**src/sv/dda_pkg.sv**
```systemverilog
// ----------------------------------------------------------------------------
// dda_pkg: shared types and defaults for the dda line rasterizer
// Holds the default geometry and the status struct of the shared divider.
// ----------------------------------------------------------------------------
package dda_pkg;

   // default coordinate and fraction widths
   localparam int COORD_BITS_DEF = 11;
   localparam int FRAC_BITS_DEF  = 16;

   // status from the serial divider to the sequencer
   typedef struct packed {
      logic busy;
      logic done;
   } div_sts_type;

endpackage

```
**src/sv/dda_line_rasterizer.sv**
```systemverilog
// ----------------------------------------------------------------------------
// dda_line_rasterizer: pull-mode dda line rasterizer
// Load beats set up a line and return its start pixel; step beats return
// the following pixels, rounded half away from zero, the last one on tlast.
// ----------------------------------------------------------------------------
// A load beat (tuser 0) goes through ST_LEN, which computes the length, and
// ST_START, which sets up the accumulators; then both step increments come
// from one shared restoring divider that produces one quotient bit per cycle
// (FRAC_BITS+1 bits plus a done pulse), first for x and then for y, and
// ST_ROUND rounds the start pixel into the response register, waiting while
// that register holds a pixel not yet taken; a zero-length line skips the
// divider. A step beat (tuser 1) does one accumulator add when it is accepted,
// then ST_ROUND as above. req_tready is high only while no beat is in
// work; the response register lets a new beat in while the previous pixel
// still waits. A step beat with no active line returns a beat with tuser 0
// and zero data.
module dda_line_rasterizer
   import dda_pkg::*;
#(
   parameter int COORD_BITS = COORD_BITS_DEF,
   parameter int FRAC_BITS  = FRAC_BITS_DEF
) (
   input  logic clock,
   input  logic reset,
   // request: tdata = x_start, y_start, x_end, y_end (lowest first), zero pad
   input  logic                                  req_tvalid,
   output logic                                  req_tready,
   input  logic [((4*COORD_BITS+7)/8)*8-1:0]     req_tdata,
   // request: tuser = req_type
   input  logic                                  req_tuser,
   // response: tdata = pixel_x, pixel_y (lowest first), zero pad
   output logic                                  rsp_tvalid,
   input  logic                                  rsp_tready,
   output logic [((2*COORD_BITS+7)/8)*8-1:0]     rsp_tdata,
   // response: tuser = pixel_valid
   output logic                                  rsp_tuser,
   // response: tlast = last_pixel
   output logic                                  rsp_tlast
);

   localparam int LEN_W   = COORD_BITS + 1;
   localparam int STEP_W  = FRAC_BITS + 2;
   localparam int ACC_W   = COORD_BITS + FRAC_BITS + 1;
   localparam int RDATA_W = ((2*COORD_BITS+7)/8)*8;
   localparam logic [ACC_W:0] HALF_Q = (ACC_W+1)'(1) << (FRAC_BITS - 1);
   localparam logic signed [STEP_W-1:0] ONE_Q = STEP_W'(1) << FRAC_BITS;

   typedef enum logic [2:0] {
      ST_IDLE,
      ST_LEN,
      ST_START,
      ST_DIV_X,
      ST_DIV_Y,
      ST_ROUND
   } state_type;

   state_type state_ff, state_in;

   logic signed [COORD_BITS-1:0] x1_ff, x1_in, y1_ff, y1_in;
   logic signed [COORD_BITS:0]   dx_ff, dx_in, dy_ff, dy_in;
   logic [LEN_W-1:0]             ax_ff, ax_in, ay_ff, ay_in, len_ff, len_in;
   logic signed [ACC_W-1:0]      x_acc_ff, x_acc_in, y_acc_ff, y_acc_in;
   logic signed [STEP_W-1:0]     x_step_ff, x_step_in, y_step_ff, y_step_in;
   logic [LEN_W-1:0]             left_ff, left_in;
   logic                         pvalid_ff, pvalid_in;
   logic                         rsp_valid_ff, rsp_valid_in;
   logic [COORD_BITS-1:0]        rsp_x_ff, rsp_x_in, rsp_y_ff, rsp_y_in;
   logic                         rsp_last_ff, rsp_last_in;
   logic                         rsp_user_ff, rsp_user_in;

   // request fields
   logic [COORD_BITS-1:0] req_x_start, req_y_start, req_x_end, req_y_end;
   logic                  req_accept;

   // divider hookup
   logic                  div_start;
   logic [LEN_W-1:0]      div_num;
   div_sts_type           div_sts;
   logic [FRAC_BITS:0]    div_quot;

   assign req_x_start = req_tdata[0*COORD_BITS +: COORD_BITS];
   assign req_y_start = req_tdata[1*COORD_BITS +: COORD_BITS];
   assign req_x_end   = req_tdata[2*COORD_BITS +: COORD_BITS];
   assign req_y_end   = req_tdata[3*COORD_BITS +: COORD_BITS];

   assign req_tready = (state_ff == ST_IDLE);
   assign req_accept = req_tvalid && req_tready;

   // divider runs x first, then y
   assign div_num   = (state_ff == ST_START) ? ax_ff : ay_ff;
   assign div_start = ((state_ff == ST_START) && (len_ff != '0)) ||
                      ((state_ff == ST_DIV_X) && div_sts.done);

   dda_div #(
      .COORD_BITS (COORD_BITS),
      .FRAC_BITS  (FRAC_BITS)
   ) u_div (
      .clock (clock),
      .reset (reset),
      .start (div_start),
      .num   (div_num),
      .den   (len_ff),
      .sts   (div_sts),
      .quot  (div_quot)
   );

   // rounding helpers and next state
   logic [ACC_W-1:0]      x_mag, y_mag;
   logic [ACC_W:0]        x_sum, y_sum;
   logic [COORD_BITS-1:0] x_rnd, y_rnd;
   logic signed [STEP_W-1:0] quot_ext;
   logic                  rsp_free;

   always_comb begin
      // round half away from zero on the accumulators
      x_mag = x_acc_ff[ACC_W-1] ? ACC_W'(-x_acc_ff) : ACC_W'(x_acc_ff);
      y_mag = y_acc_ff[ACC_W-1] ? ACC_W'(-y_acc_ff) : ACC_W'(y_acc_ff);
      x_sum = {1'b0, x_mag} + HALF_Q;
      y_sum = {1'b0, y_mag} + HALF_Q;
      x_rnd = x_acc_ff[ACC_W-1] ? -x_sum[FRAC_BITS +: COORD_BITS]
                                :  x_sum[FRAC_BITS +: COORD_BITS];
      y_rnd = y_acc_ff[ACC_W-1] ? -y_sum[FRAC_BITS +: COORD_BITS]
                                :  y_sum[FRAC_BITS +: COORD_BITS];
      quot_ext = {1'b0, div_quot};
      rsp_free = !rsp_valid_ff || rsp_tready;

      state_in     = state_ff;
      x1_in        = x1_ff;
      y1_in        = y1_ff;
      dx_in        = dx_ff;
      dy_in        = dy_ff;
      ax_in        = ax_ff;
      ay_in        = ay_ff;
      len_in       = len_ff;
      x_acc_in     = x_acc_ff;
      y_acc_in     = y_acc_ff;
      x_step_in    = x_step_ff;
      y_step_in    = y_step_ff;
      left_in      = left_ff;
      pvalid_in    = pvalid_ff;
      rsp_valid_in = rsp_valid_ff && !rsp_tready;
      rsp_x_in     = rsp_x_ff;
      rsp_y_in     = rsp_y_ff;
      rsp_last_in  = rsp_last_ff;
      rsp_user_in  = rsp_user_ff;

      case (state_ff)
         ST_IDLE: begin
            if (req_accept) begin
               if (!req_tuser) begin
                  x1_in    = req_x_start;
                  y1_in    = req_y_start;
                  dx_in    = {req_x_end[COORD_BITS-1], req_x_end} -
                             {req_x_start[COORD_BITS-1], req_x_start};
                  dy_in    = {req_y_end[COORD_BITS-1], req_y_end} -
                             {req_y_start[COORD_BITS-1], req_y_start};
                  state_in = ST_LEN;
               end else begin
                  // step beat: advance only while a line is active
                  if (left_ff != '0) begin
                     x_acc_in  = x_acc_ff +
                                 {{(ACC_W-STEP_W){x_step_ff[STEP_W-1]}}, x_step_ff};
                     y_acc_in  = y_acc_ff +
                                 {{(ACC_W-STEP_W){y_step_ff[STEP_W-1]}}, y_step_ff};
                     left_in   = left_ff - 1'b1;
                     pvalid_in = 1'b1;
                  end else begin
                     pvalid_in = 1'b0;
                  end
                  state_in = ST_ROUND;
               end
            end
         end
         ST_LEN: begin
            ax_in    = dx_ff[COORD_BITS] ? LEN_W'(-dx_ff) : LEN_W'(dx_ff);
            ay_in    = dy_ff[COORD_BITS] ? LEN_W'(-dy_ff) : LEN_W'(dy_ff);
            len_in   = (ax_in > ay_in) ? ax_in : ay_in;
            state_in = ST_START;
         end
         ST_START: begin
            x_acc_in  = {x1_ff[COORD_BITS-1], x1_ff, {FRAC_BITS{1'b0}}};
            y_acc_in  = {y1_ff[COORD_BITS-1], y1_ff, {FRAC_BITS{1'b0}}};
            left_in   = len_ff;
            pvalid_in = 1'b1;
            if (len_ff == '0) begin
               x_step_in = '0;
               y_step_in = '0;
               state_in  = ST_ROUND;
            end else begin
               state_in  = ST_DIV_X;
            end
         end
         ST_DIV_X: begin
            if (div_sts.done) begin
               x_step_in = dx_ff[COORD_BITS] ? -quot_ext : quot_ext;
               state_in  = ST_DIV_Y;
            end
         end
         ST_DIV_Y: begin
            if (div_sts.done) begin
               y_step_in = dy_ff[COORD_BITS] ? -quot_ext : quot_ext;
               state_in  = ST_ROUND;
            end
         end
         ST_ROUND: begin
            if (rsp_free) begin
               rsp_valid_in = 1'b1;
               rsp_user_in  = pvalid_ff;
               rsp_x_in     = pvalid_ff ? x_rnd : '0;
               rsp_y_in     = pvalid_ff ? y_rnd : '0;
               rsp_last_in  = pvalid_ff && (left_ff == '0);
               state_in     = ST_IDLE;
            end
         end
         default: begin
            state_in = ST_IDLE;
         end
      endcase
   end

   // sequencer state and response register
   always_ff @(posedge clock) begin
      if (reset) begin
         state_ff     <= ST_IDLE;
         x_acc_ff     <= '0;
         y_acc_ff     <= '0;
         x_step_ff    <= '0;
         y_step_ff    <= '0;
         left_ff      <= '0;
         pvalid_ff    <= 1'b0;
         rsp_valid_ff <= 1'b0;
      end else begin
         state_ff     <= state_in;
         x_acc_ff     <= x_acc_in;
         y_acc_ff     <= y_acc_in;
         x_step_ff    <= x_step_in;
         y_step_ff    <= y_step_in;
         left_ff      <= left_in;
         pvalid_ff    <= pvalid_in;
         rsp_valid_ff <= rsp_valid_in;
      end
      x1_ff       <= x1_in;
      y1_ff       <= y1_in;
      dx_ff       <= dx_in;
      dy_ff       <= dy_in;
      ax_ff       <= ax_in;
      ay_ff       <= ay_in;
      len_ff      <= len_in;
      rsp_x_ff    <= rsp_x_in;
      rsp_y_ff    <= rsp_y_in;
      rsp_last_ff <= rsp_last_in;
      rsp_user_ff <= rsp_user_in;
   end

   assign rsp_tvalid = rsp_valid_ff;
   assign rsp_tuser  = rsp_user_ff;
   assign rsp_tlast  = rsp_last_ff;
   assign rsp_tdata  = RDATA_W'({rsp_y_ff, rsp_x_ff});

   // the last pixel is always a real pixel
   a_last_valid: assert property (@(posedge clock) disable iff (reset)
      rsp_valid_ff && rsp_last_ff |-> rsp_user_ff)
      else $error("last flag on an empty beat");

   // an empty beat carries zero data
   a_empty_zero: assert property (@(posedge clock) disable iff (reset)
      rsp_valid_ff && !rsp_user_ff |-> (rsp_tdata == '0))
      else $error("empty beat with data");

   // step increments stay within one pixel
   a_step_bound: assert property (@(posedge clock) disable iff (reset)
      (x_step_ff <= ONE_Q) && (x_step_ff >= -ONE_Q) &&
      (y_step_ff <= ONE_Q) && (y_step_ff >= -ONE_Q))
      else $error("step increment out of range");

endmodule

```
**src/sv/dda_div.sv**
```systemverilog
// ----------------------------------------------------------------------------
// dda_div: serial restoring divider for the line step
// Computes (num << FRAC_BITS) / den for num <= den, den != 0, one quotient
// bit per cycle, FRAC_BITS+1 bits; done pulses for one cycle with the last bit.
// ----------------------------------------------------------------------------
module dda_div
   import dda_pkg::*;
#(
   parameter int COORD_BITS = COORD_BITS_DEF,
   parameter int FRAC_BITS  = FRAC_BITS_DEF
) (
   input  logic                  clock,
   input  logic                  reset,
   input  logic                  start,
   input  logic [COORD_BITS:0]   num,
   input  logic [COORD_BITS:0]   den,
   output div_sts_type           sts,
   output logic [FRAC_BITS:0]    quot
);

   localparam int LEN_W = COORD_BITS + 1;
   localparam int CNT_W = $clog2(FRAC_BITS + 1);
   localparam logic [CNT_W-1:0] LAST_CNT = CNT_W'(FRAC_BITS);

   logic              busy_ff, busy_in;
   logic              done_ff, done_in;
   logic [CNT_W-1:0]  cnt_ff, cnt_in;
   logic [LEN_W:0]    rem_ff, rem_in;
   logic [LEN_W-1:0]  den_ff, den_in;
   logic [FRAC_BITS:0] quot_ff, quot_in;

   logic [LEN_W:0]    shifted;
   logic [LEN_W+1:0]  diff;
   logic              ge;

   // shared compare and subtract: first bit uses the remainder unshifted
   always_comb begin
      shifted = (cnt_ff == '0) ? rem_ff : {rem_ff[LEN_W-1:0], 1'b0};
      diff    = {1'b0, shifted} - {2'b00, den_ff};
      ge      = ~diff[LEN_W+1];
   end

   // iteration control
   always_comb begin
      busy_in = busy_ff;
      done_in = 1'b0;
      cnt_in  = cnt_ff;
      rem_in  = rem_ff;
      den_in  = den_ff;
      quot_in = quot_ff;
      if (start) begin
         busy_in = 1'b1;
         cnt_in  = '0;
         rem_in  = {1'b0, num};
         den_in  = den;
         quot_in = '0;
      end else if (busy_ff) begin
         rem_in  = ge ? diff[LEN_W:0] : shifted;
         quot_in = {quot_ff[FRAC_BITS-1:0], ge};
         cnt_in  = cnt_ff + 1'b1;
         if (cnt_ff == LAST_CNT) begin
            busy_in = 1'b0;
            done_in = 1'b1;
         end
      end
   end

   always_ff @(posedge clock) begin
      if (reset) begin
         busy_ff <= 1'b0;
         done_ff <= 1'b0;
         cnt_ff  <= '0;
      end else begin
         busy_ff <= busy_in;
         done_ff <= done_in;
         cnt_ff  <= cnt_in;
      end
      rem_ff  <= rem_in;
      den_ff  <= den_in;
      quot_ff <= quot_in;
   end

   assign sts.busy = busy_ff;
   assign sts.done = done_ff;
   assign quot     = quot_ff;

   // start only when the unit is free
   a_start_free: assert property (@(posedge clock) disable iff (reset)
      start |-> !busy_ff) else $error("divider started while busy");

   // done follows the last busy cycle
   a_done_after_busy: assert property (@(posedge clock) disable iff (reset)
      done_ff |-> $past(busy_ff)) else $error("divider done without work");

   // step magnitude never exceeds one
   a_quot_bound: assert property (@(posedge clock) disable iff (reset)
      done_ff |-> (quot_ff[FRAC_BITS] == 1'b0 || quot_ff[FRAC_BITS-1:0] == '0))
      else $error("divider quotient above one");

endmodule
```
**config.mk**
```make
export PLATFORM = sky130hd
export DESIGN_NAME = dda_line_rasterizer
export DESIGN_NICKNAME = d
export VERILOG_FILES = /design/src/sv/dda_pkg.sv /design/src/sv/dda_line_rasterizer.sv /design/src/sv/dda_div.sv
export SDC_FILE = /design/constraint.sdc
export NUM_CORES = 1
export LEC_CHECK = 0
export BUFFER_PORTS_ARGS = -buffer_cell sky130_fd_sc_hd__clkbuf_2
export CORE_AREA = 2 2 199 201
export DETAILED_ROUTE_END_ITERATION = 10
export DIE_AREA = 0 0 201 203
export PLACE_DENSITY = 0.57
export SLEW_MARGIN = 20
export SYNTH_ARGS = -nofsm -noshare
export SYNTH_HDL_FRONTEND = slang
export SYNTH_SLANG_ARGS = --single-unit
```
**constraint.sdc**
```tcl
create_clock -name clock -period 4.8 [get_ports clock]
set_clock_uncertainty 0.15 [all_clocks]
set_input_delay 0.72 -clock clock [delete_from_list [all_inputs] [get_ports clock]]
set_output_delay 0.72 -clock clock [all_outputs]
set_load 0.05 [all_outputs]
```
==> qor.yml <==
finish:
  area_growth_pct: 10.90
  diodes: 0
  drive_gt1_share_pct: 10.24
  nFillCells: 3660
  post-route-cell-area_sq_mm: 0.01905
  layout_commonest_cell: "nand2_1"
  final_nets: 2137
  final_cell_mix: "203 x nand2_1, 181 x nor2_1, 134 x dfxtp_1"
yosys:
  syn_avg_cell_area_sq_um: 8.866
  ys_top_cells_by_area: "edfxtp_1 23%, dfxtp_1 16%, ha_1 8.0%"
  synthArstFlopShare_pct: 0
  syn-cell-area_sq_mm: 0.01717
  synth_top_flop_cell: "dfxtp_1"
  yosys.area.top_type: "edfxtp_1"
  synth_seq_cells: 264
  syn_inst: 1937
  netlist.area_leader.share_pct: 22.73
  synth.distinct_cells: 80
  yosys_warnings: 0
  synth-edff-count: 130
  ys_seq_area_share_pct: 38.35
die:
  start_util_pct: 44.65
  fp-row-count: 72
  dieHeight_microns: 203
  chipWidth_microns: 201
  die_area_sq_mm: 0.04080
  io_pins: 81
  core_sq_mm: 0.03847
placed_design:
  preCtsSetupSlack_ns: 0.2931
  placed_area_sq_mm: 0.01798
  io_buffers: 74
  place_congestion: 0.8473
  dp_hpwl_microns: 32260
power_and_ir_drop:
  switching_share_pct: 33.75
  ir_worst_vdd_v: 0.0002664
  seqPwrFrac_pct: 37.4
  p_leak_nw: 7.684
  power_switching_mw: 2.655
  clkPwrFrac_pct: 31.0
  powerDensity_mw_per_mm2: 413.0
  p_total_mw: 7.866
  internal_power_mw: 5.211
  pwr-share-comb_pct: 31.6
critical_path:
  cp-end-kind: "flip-flop"
  ff2ff_setup_slack_ns: 0.24
  reg2reg_to: "rsp_y_ff[6]$_SDFFCE_PN0P_"
  criticalPathCategory: "reg -> reg"
  crit_fanout: 8
  cp-start-kind: "flip-flop"
  startpoint: "y_acc_ff[7]$_SDFFE_PP0P_"
  reg2reg_from: "y_acc_ff[7]$_SDFFE_PP0P_"
  rr_worst_depth: 15
  cp_data_required_time_ns: 4.97
  crit_arrival_ns: 4.73
timing:
  setup_viol: 0
  finalHoldViolations: 0
  drv_slew: 0
  max_freq_mhz: 219.3
  fin_crit_sh_pct: 95.01
  rsz0062_at_grt: "no"
  setup_slack_ns: 0.2397
  worst-slew-pin-transition_ns: 0.9942
  slew_headroom_pct: 33.72
  period_needed_ns: 4.560
  hold_ws_ns: 0.2080
  tns_ns: 0
clock_network:
  cts.clk_slew.worst_paths_ns: 0.06
  cts-root-buf: "clkbuf_16"
  cts_max_path_buffers: 3
  clock-sinks: 264
  tritoncts: "done"
  clkLatencyLatePin_ns: 0.57
  cts_max_level: 1
  cts.hold.buffers_added: 0
  cts-buffers-inserted: 30
route:
  detail-route-antenna-nets: 0
  routed-via-count: 13840
  viasPerCell: 5.510
  drt_iter0_drc: 801
  routed_wl_microns: 43390
  drt_first_pass_iters: 5
  drc: 0
  wire_per_inst_microns: 17.28
grt:
  overflow: 0
  antenna_found_initial: 6
  grt_use_met1_pct: 29.49
  met2_usage_pct: 34.44
  grt_pass1_wl_microns: 70440
  grt_max_degree: 89
  grt_most_used_layer: "met2"
  grt_pass1_vias: 13300
  met3_usage_pct: 2.392
  grt.total_usage_pct: 21.20
worst_hold_path:
  min_from: "req_tdata[4]"
  hp-class: "in -> reg"
  whs_endpoint: "x1_ff[4]$_DFFE_PP_"
  whs_path_depth: 1
outcome:
  outcome: "complete, no violations"
run:
  drv_cap: 0
area by class of cell:
cell class / instances / area, sq um / area share (%)
inverters: 109 / 409.1 / 2.148
clock buffers: 41 / 863.3 / 4.533
clock inverters: 15 / 193.9 / 1.018
multi-input cells: 1464 / 9777 / 51.33
well taps: 518 / 648.1 / 3.403
flip-flops and latches: 264 / 6586 / 34.58
repair buffers: 100 / 568.0 / 2.983
power groups by stage:
stage / clock network [mW] / registers [mW] / logic (mW)
after global routing: 2.58 / 2.98 / 2.78
after global placement: 0 / 2.99 / 2.44
after CTS: 2.50 / 2.94 / 2.49
final: 2.44 / 2.94 / 2.49
after floorplan: 0 / 2.86 / 2.01
after detailed placement: 0 / 2.99 / 2.47
kinds of logic after synthesis:
group                      Yosys count  share of synthesized area (%)
and+or+nand+nor                    675                          18.78
AOI/OAI and AO/OA                  452                          17.42
DFF                                264                          38.35
buffers and inverters              210                          4.976
xor gates and xnor gates           160                          8.203
adders and majority gates          115                          8.597
muxes                               60                          3.650
other                                1                        0.02184
state kept, by name (all words and copies together) (netlist names), 5 cells and up:
signal and flops:
x_acc_ff 28, y_acc_ff 28, x_step_ff 18, y_step_ff 18
u_div.quot 17, u_div.rem_ff 13, ax_ff 12, ay_ff 12
dx_ff 12, dy_ff 12, left_ff 12, len_ff 12
u_div.den_ff 12, rsp_x_ff 11, rsp_y_ff 11, x1_ff 11
y1_ff 11, u_div.cnt_ff 5
cell usage after synthesis, types with 28 or more instances:
master    instances
or3_1            28
nand2_1         204
nand3_1          55
edfxtp_1        130
ha_1            110
o21ai_0          83
clkbuf_1         86
dfxtp_1         134
a22oi_1          31
nor3_1           41
inv_1           109
nor2_1          185
mux2i_1          39
a21oi_1         120
xor2_1           44
xnor2_1         115
critical path: stages, from the launching register on:
cell and delay (ns):
dfxtp_1 0.32, or4_1 0.58, nand2b_1 0.32, or2_0 0.29
nand2_1 0.09, xnor2_1 0.07, ha_1 0.28, and4b_1 0.22
a41oi_1 0.28, o211ai_4 0.19, or4b_2 0.63, o2111ai_1 0.24
nand4bb_4 0.27, nand2_1 0.08, xnor2_1 0.14, and2_1 0.16
worst max-delay path by stage:
stage                                            to  slack [ns]  depth (start not counted)
after detailed placement  rsp_y_ff[6]$_SDFFCE_PN0P_        0.29                         15
after CTS                 rsp_y_ff[6]$_SDFFCE_PN0P_        0.28                         14
after global placement    rsp_y_ff[6]$_SDFFCE_PN0P_        0.35                         15
final                     rsp_y_ff[6]$_SDFFCE_PN0P_        0.24                         15
after floorplan                  dx_ff[0]$_DFFE_PP_        0.47                          3
after global routing      rsp_y_ff[6]$_SDFFCE_PN0P_        0.05                         14
routing by layer:
| metal | part of all wire [%] | vias up |
|---|---|---|
| met4 | 2.8 | 0 |
| met3 | 3.9 | 67 |
| met1 | 48 | 6504 |
| li1 | - | 7008 |
| met5 | 0 | - |
| met2 | 45 | 256 |
per-stage QoR:
step	util, %	instances
3_3_place_gp	46.74	2455
6_report	49.51	2511
2_1_floorplan	-	1938
5_1_grt	49.51	2511
3_5_place_dp	46.74	2455
4_1_cts	49.49	2511
repair_timing:
item                                   in CTS  in global routing
gates resized for setup                     0                  1
buffers inserted                            0                  0
setup endpoints to repair                   0                  1
endpoints found under the hold margin       0                  0
No activity file was read; power rests on OpenSTA's default activity.
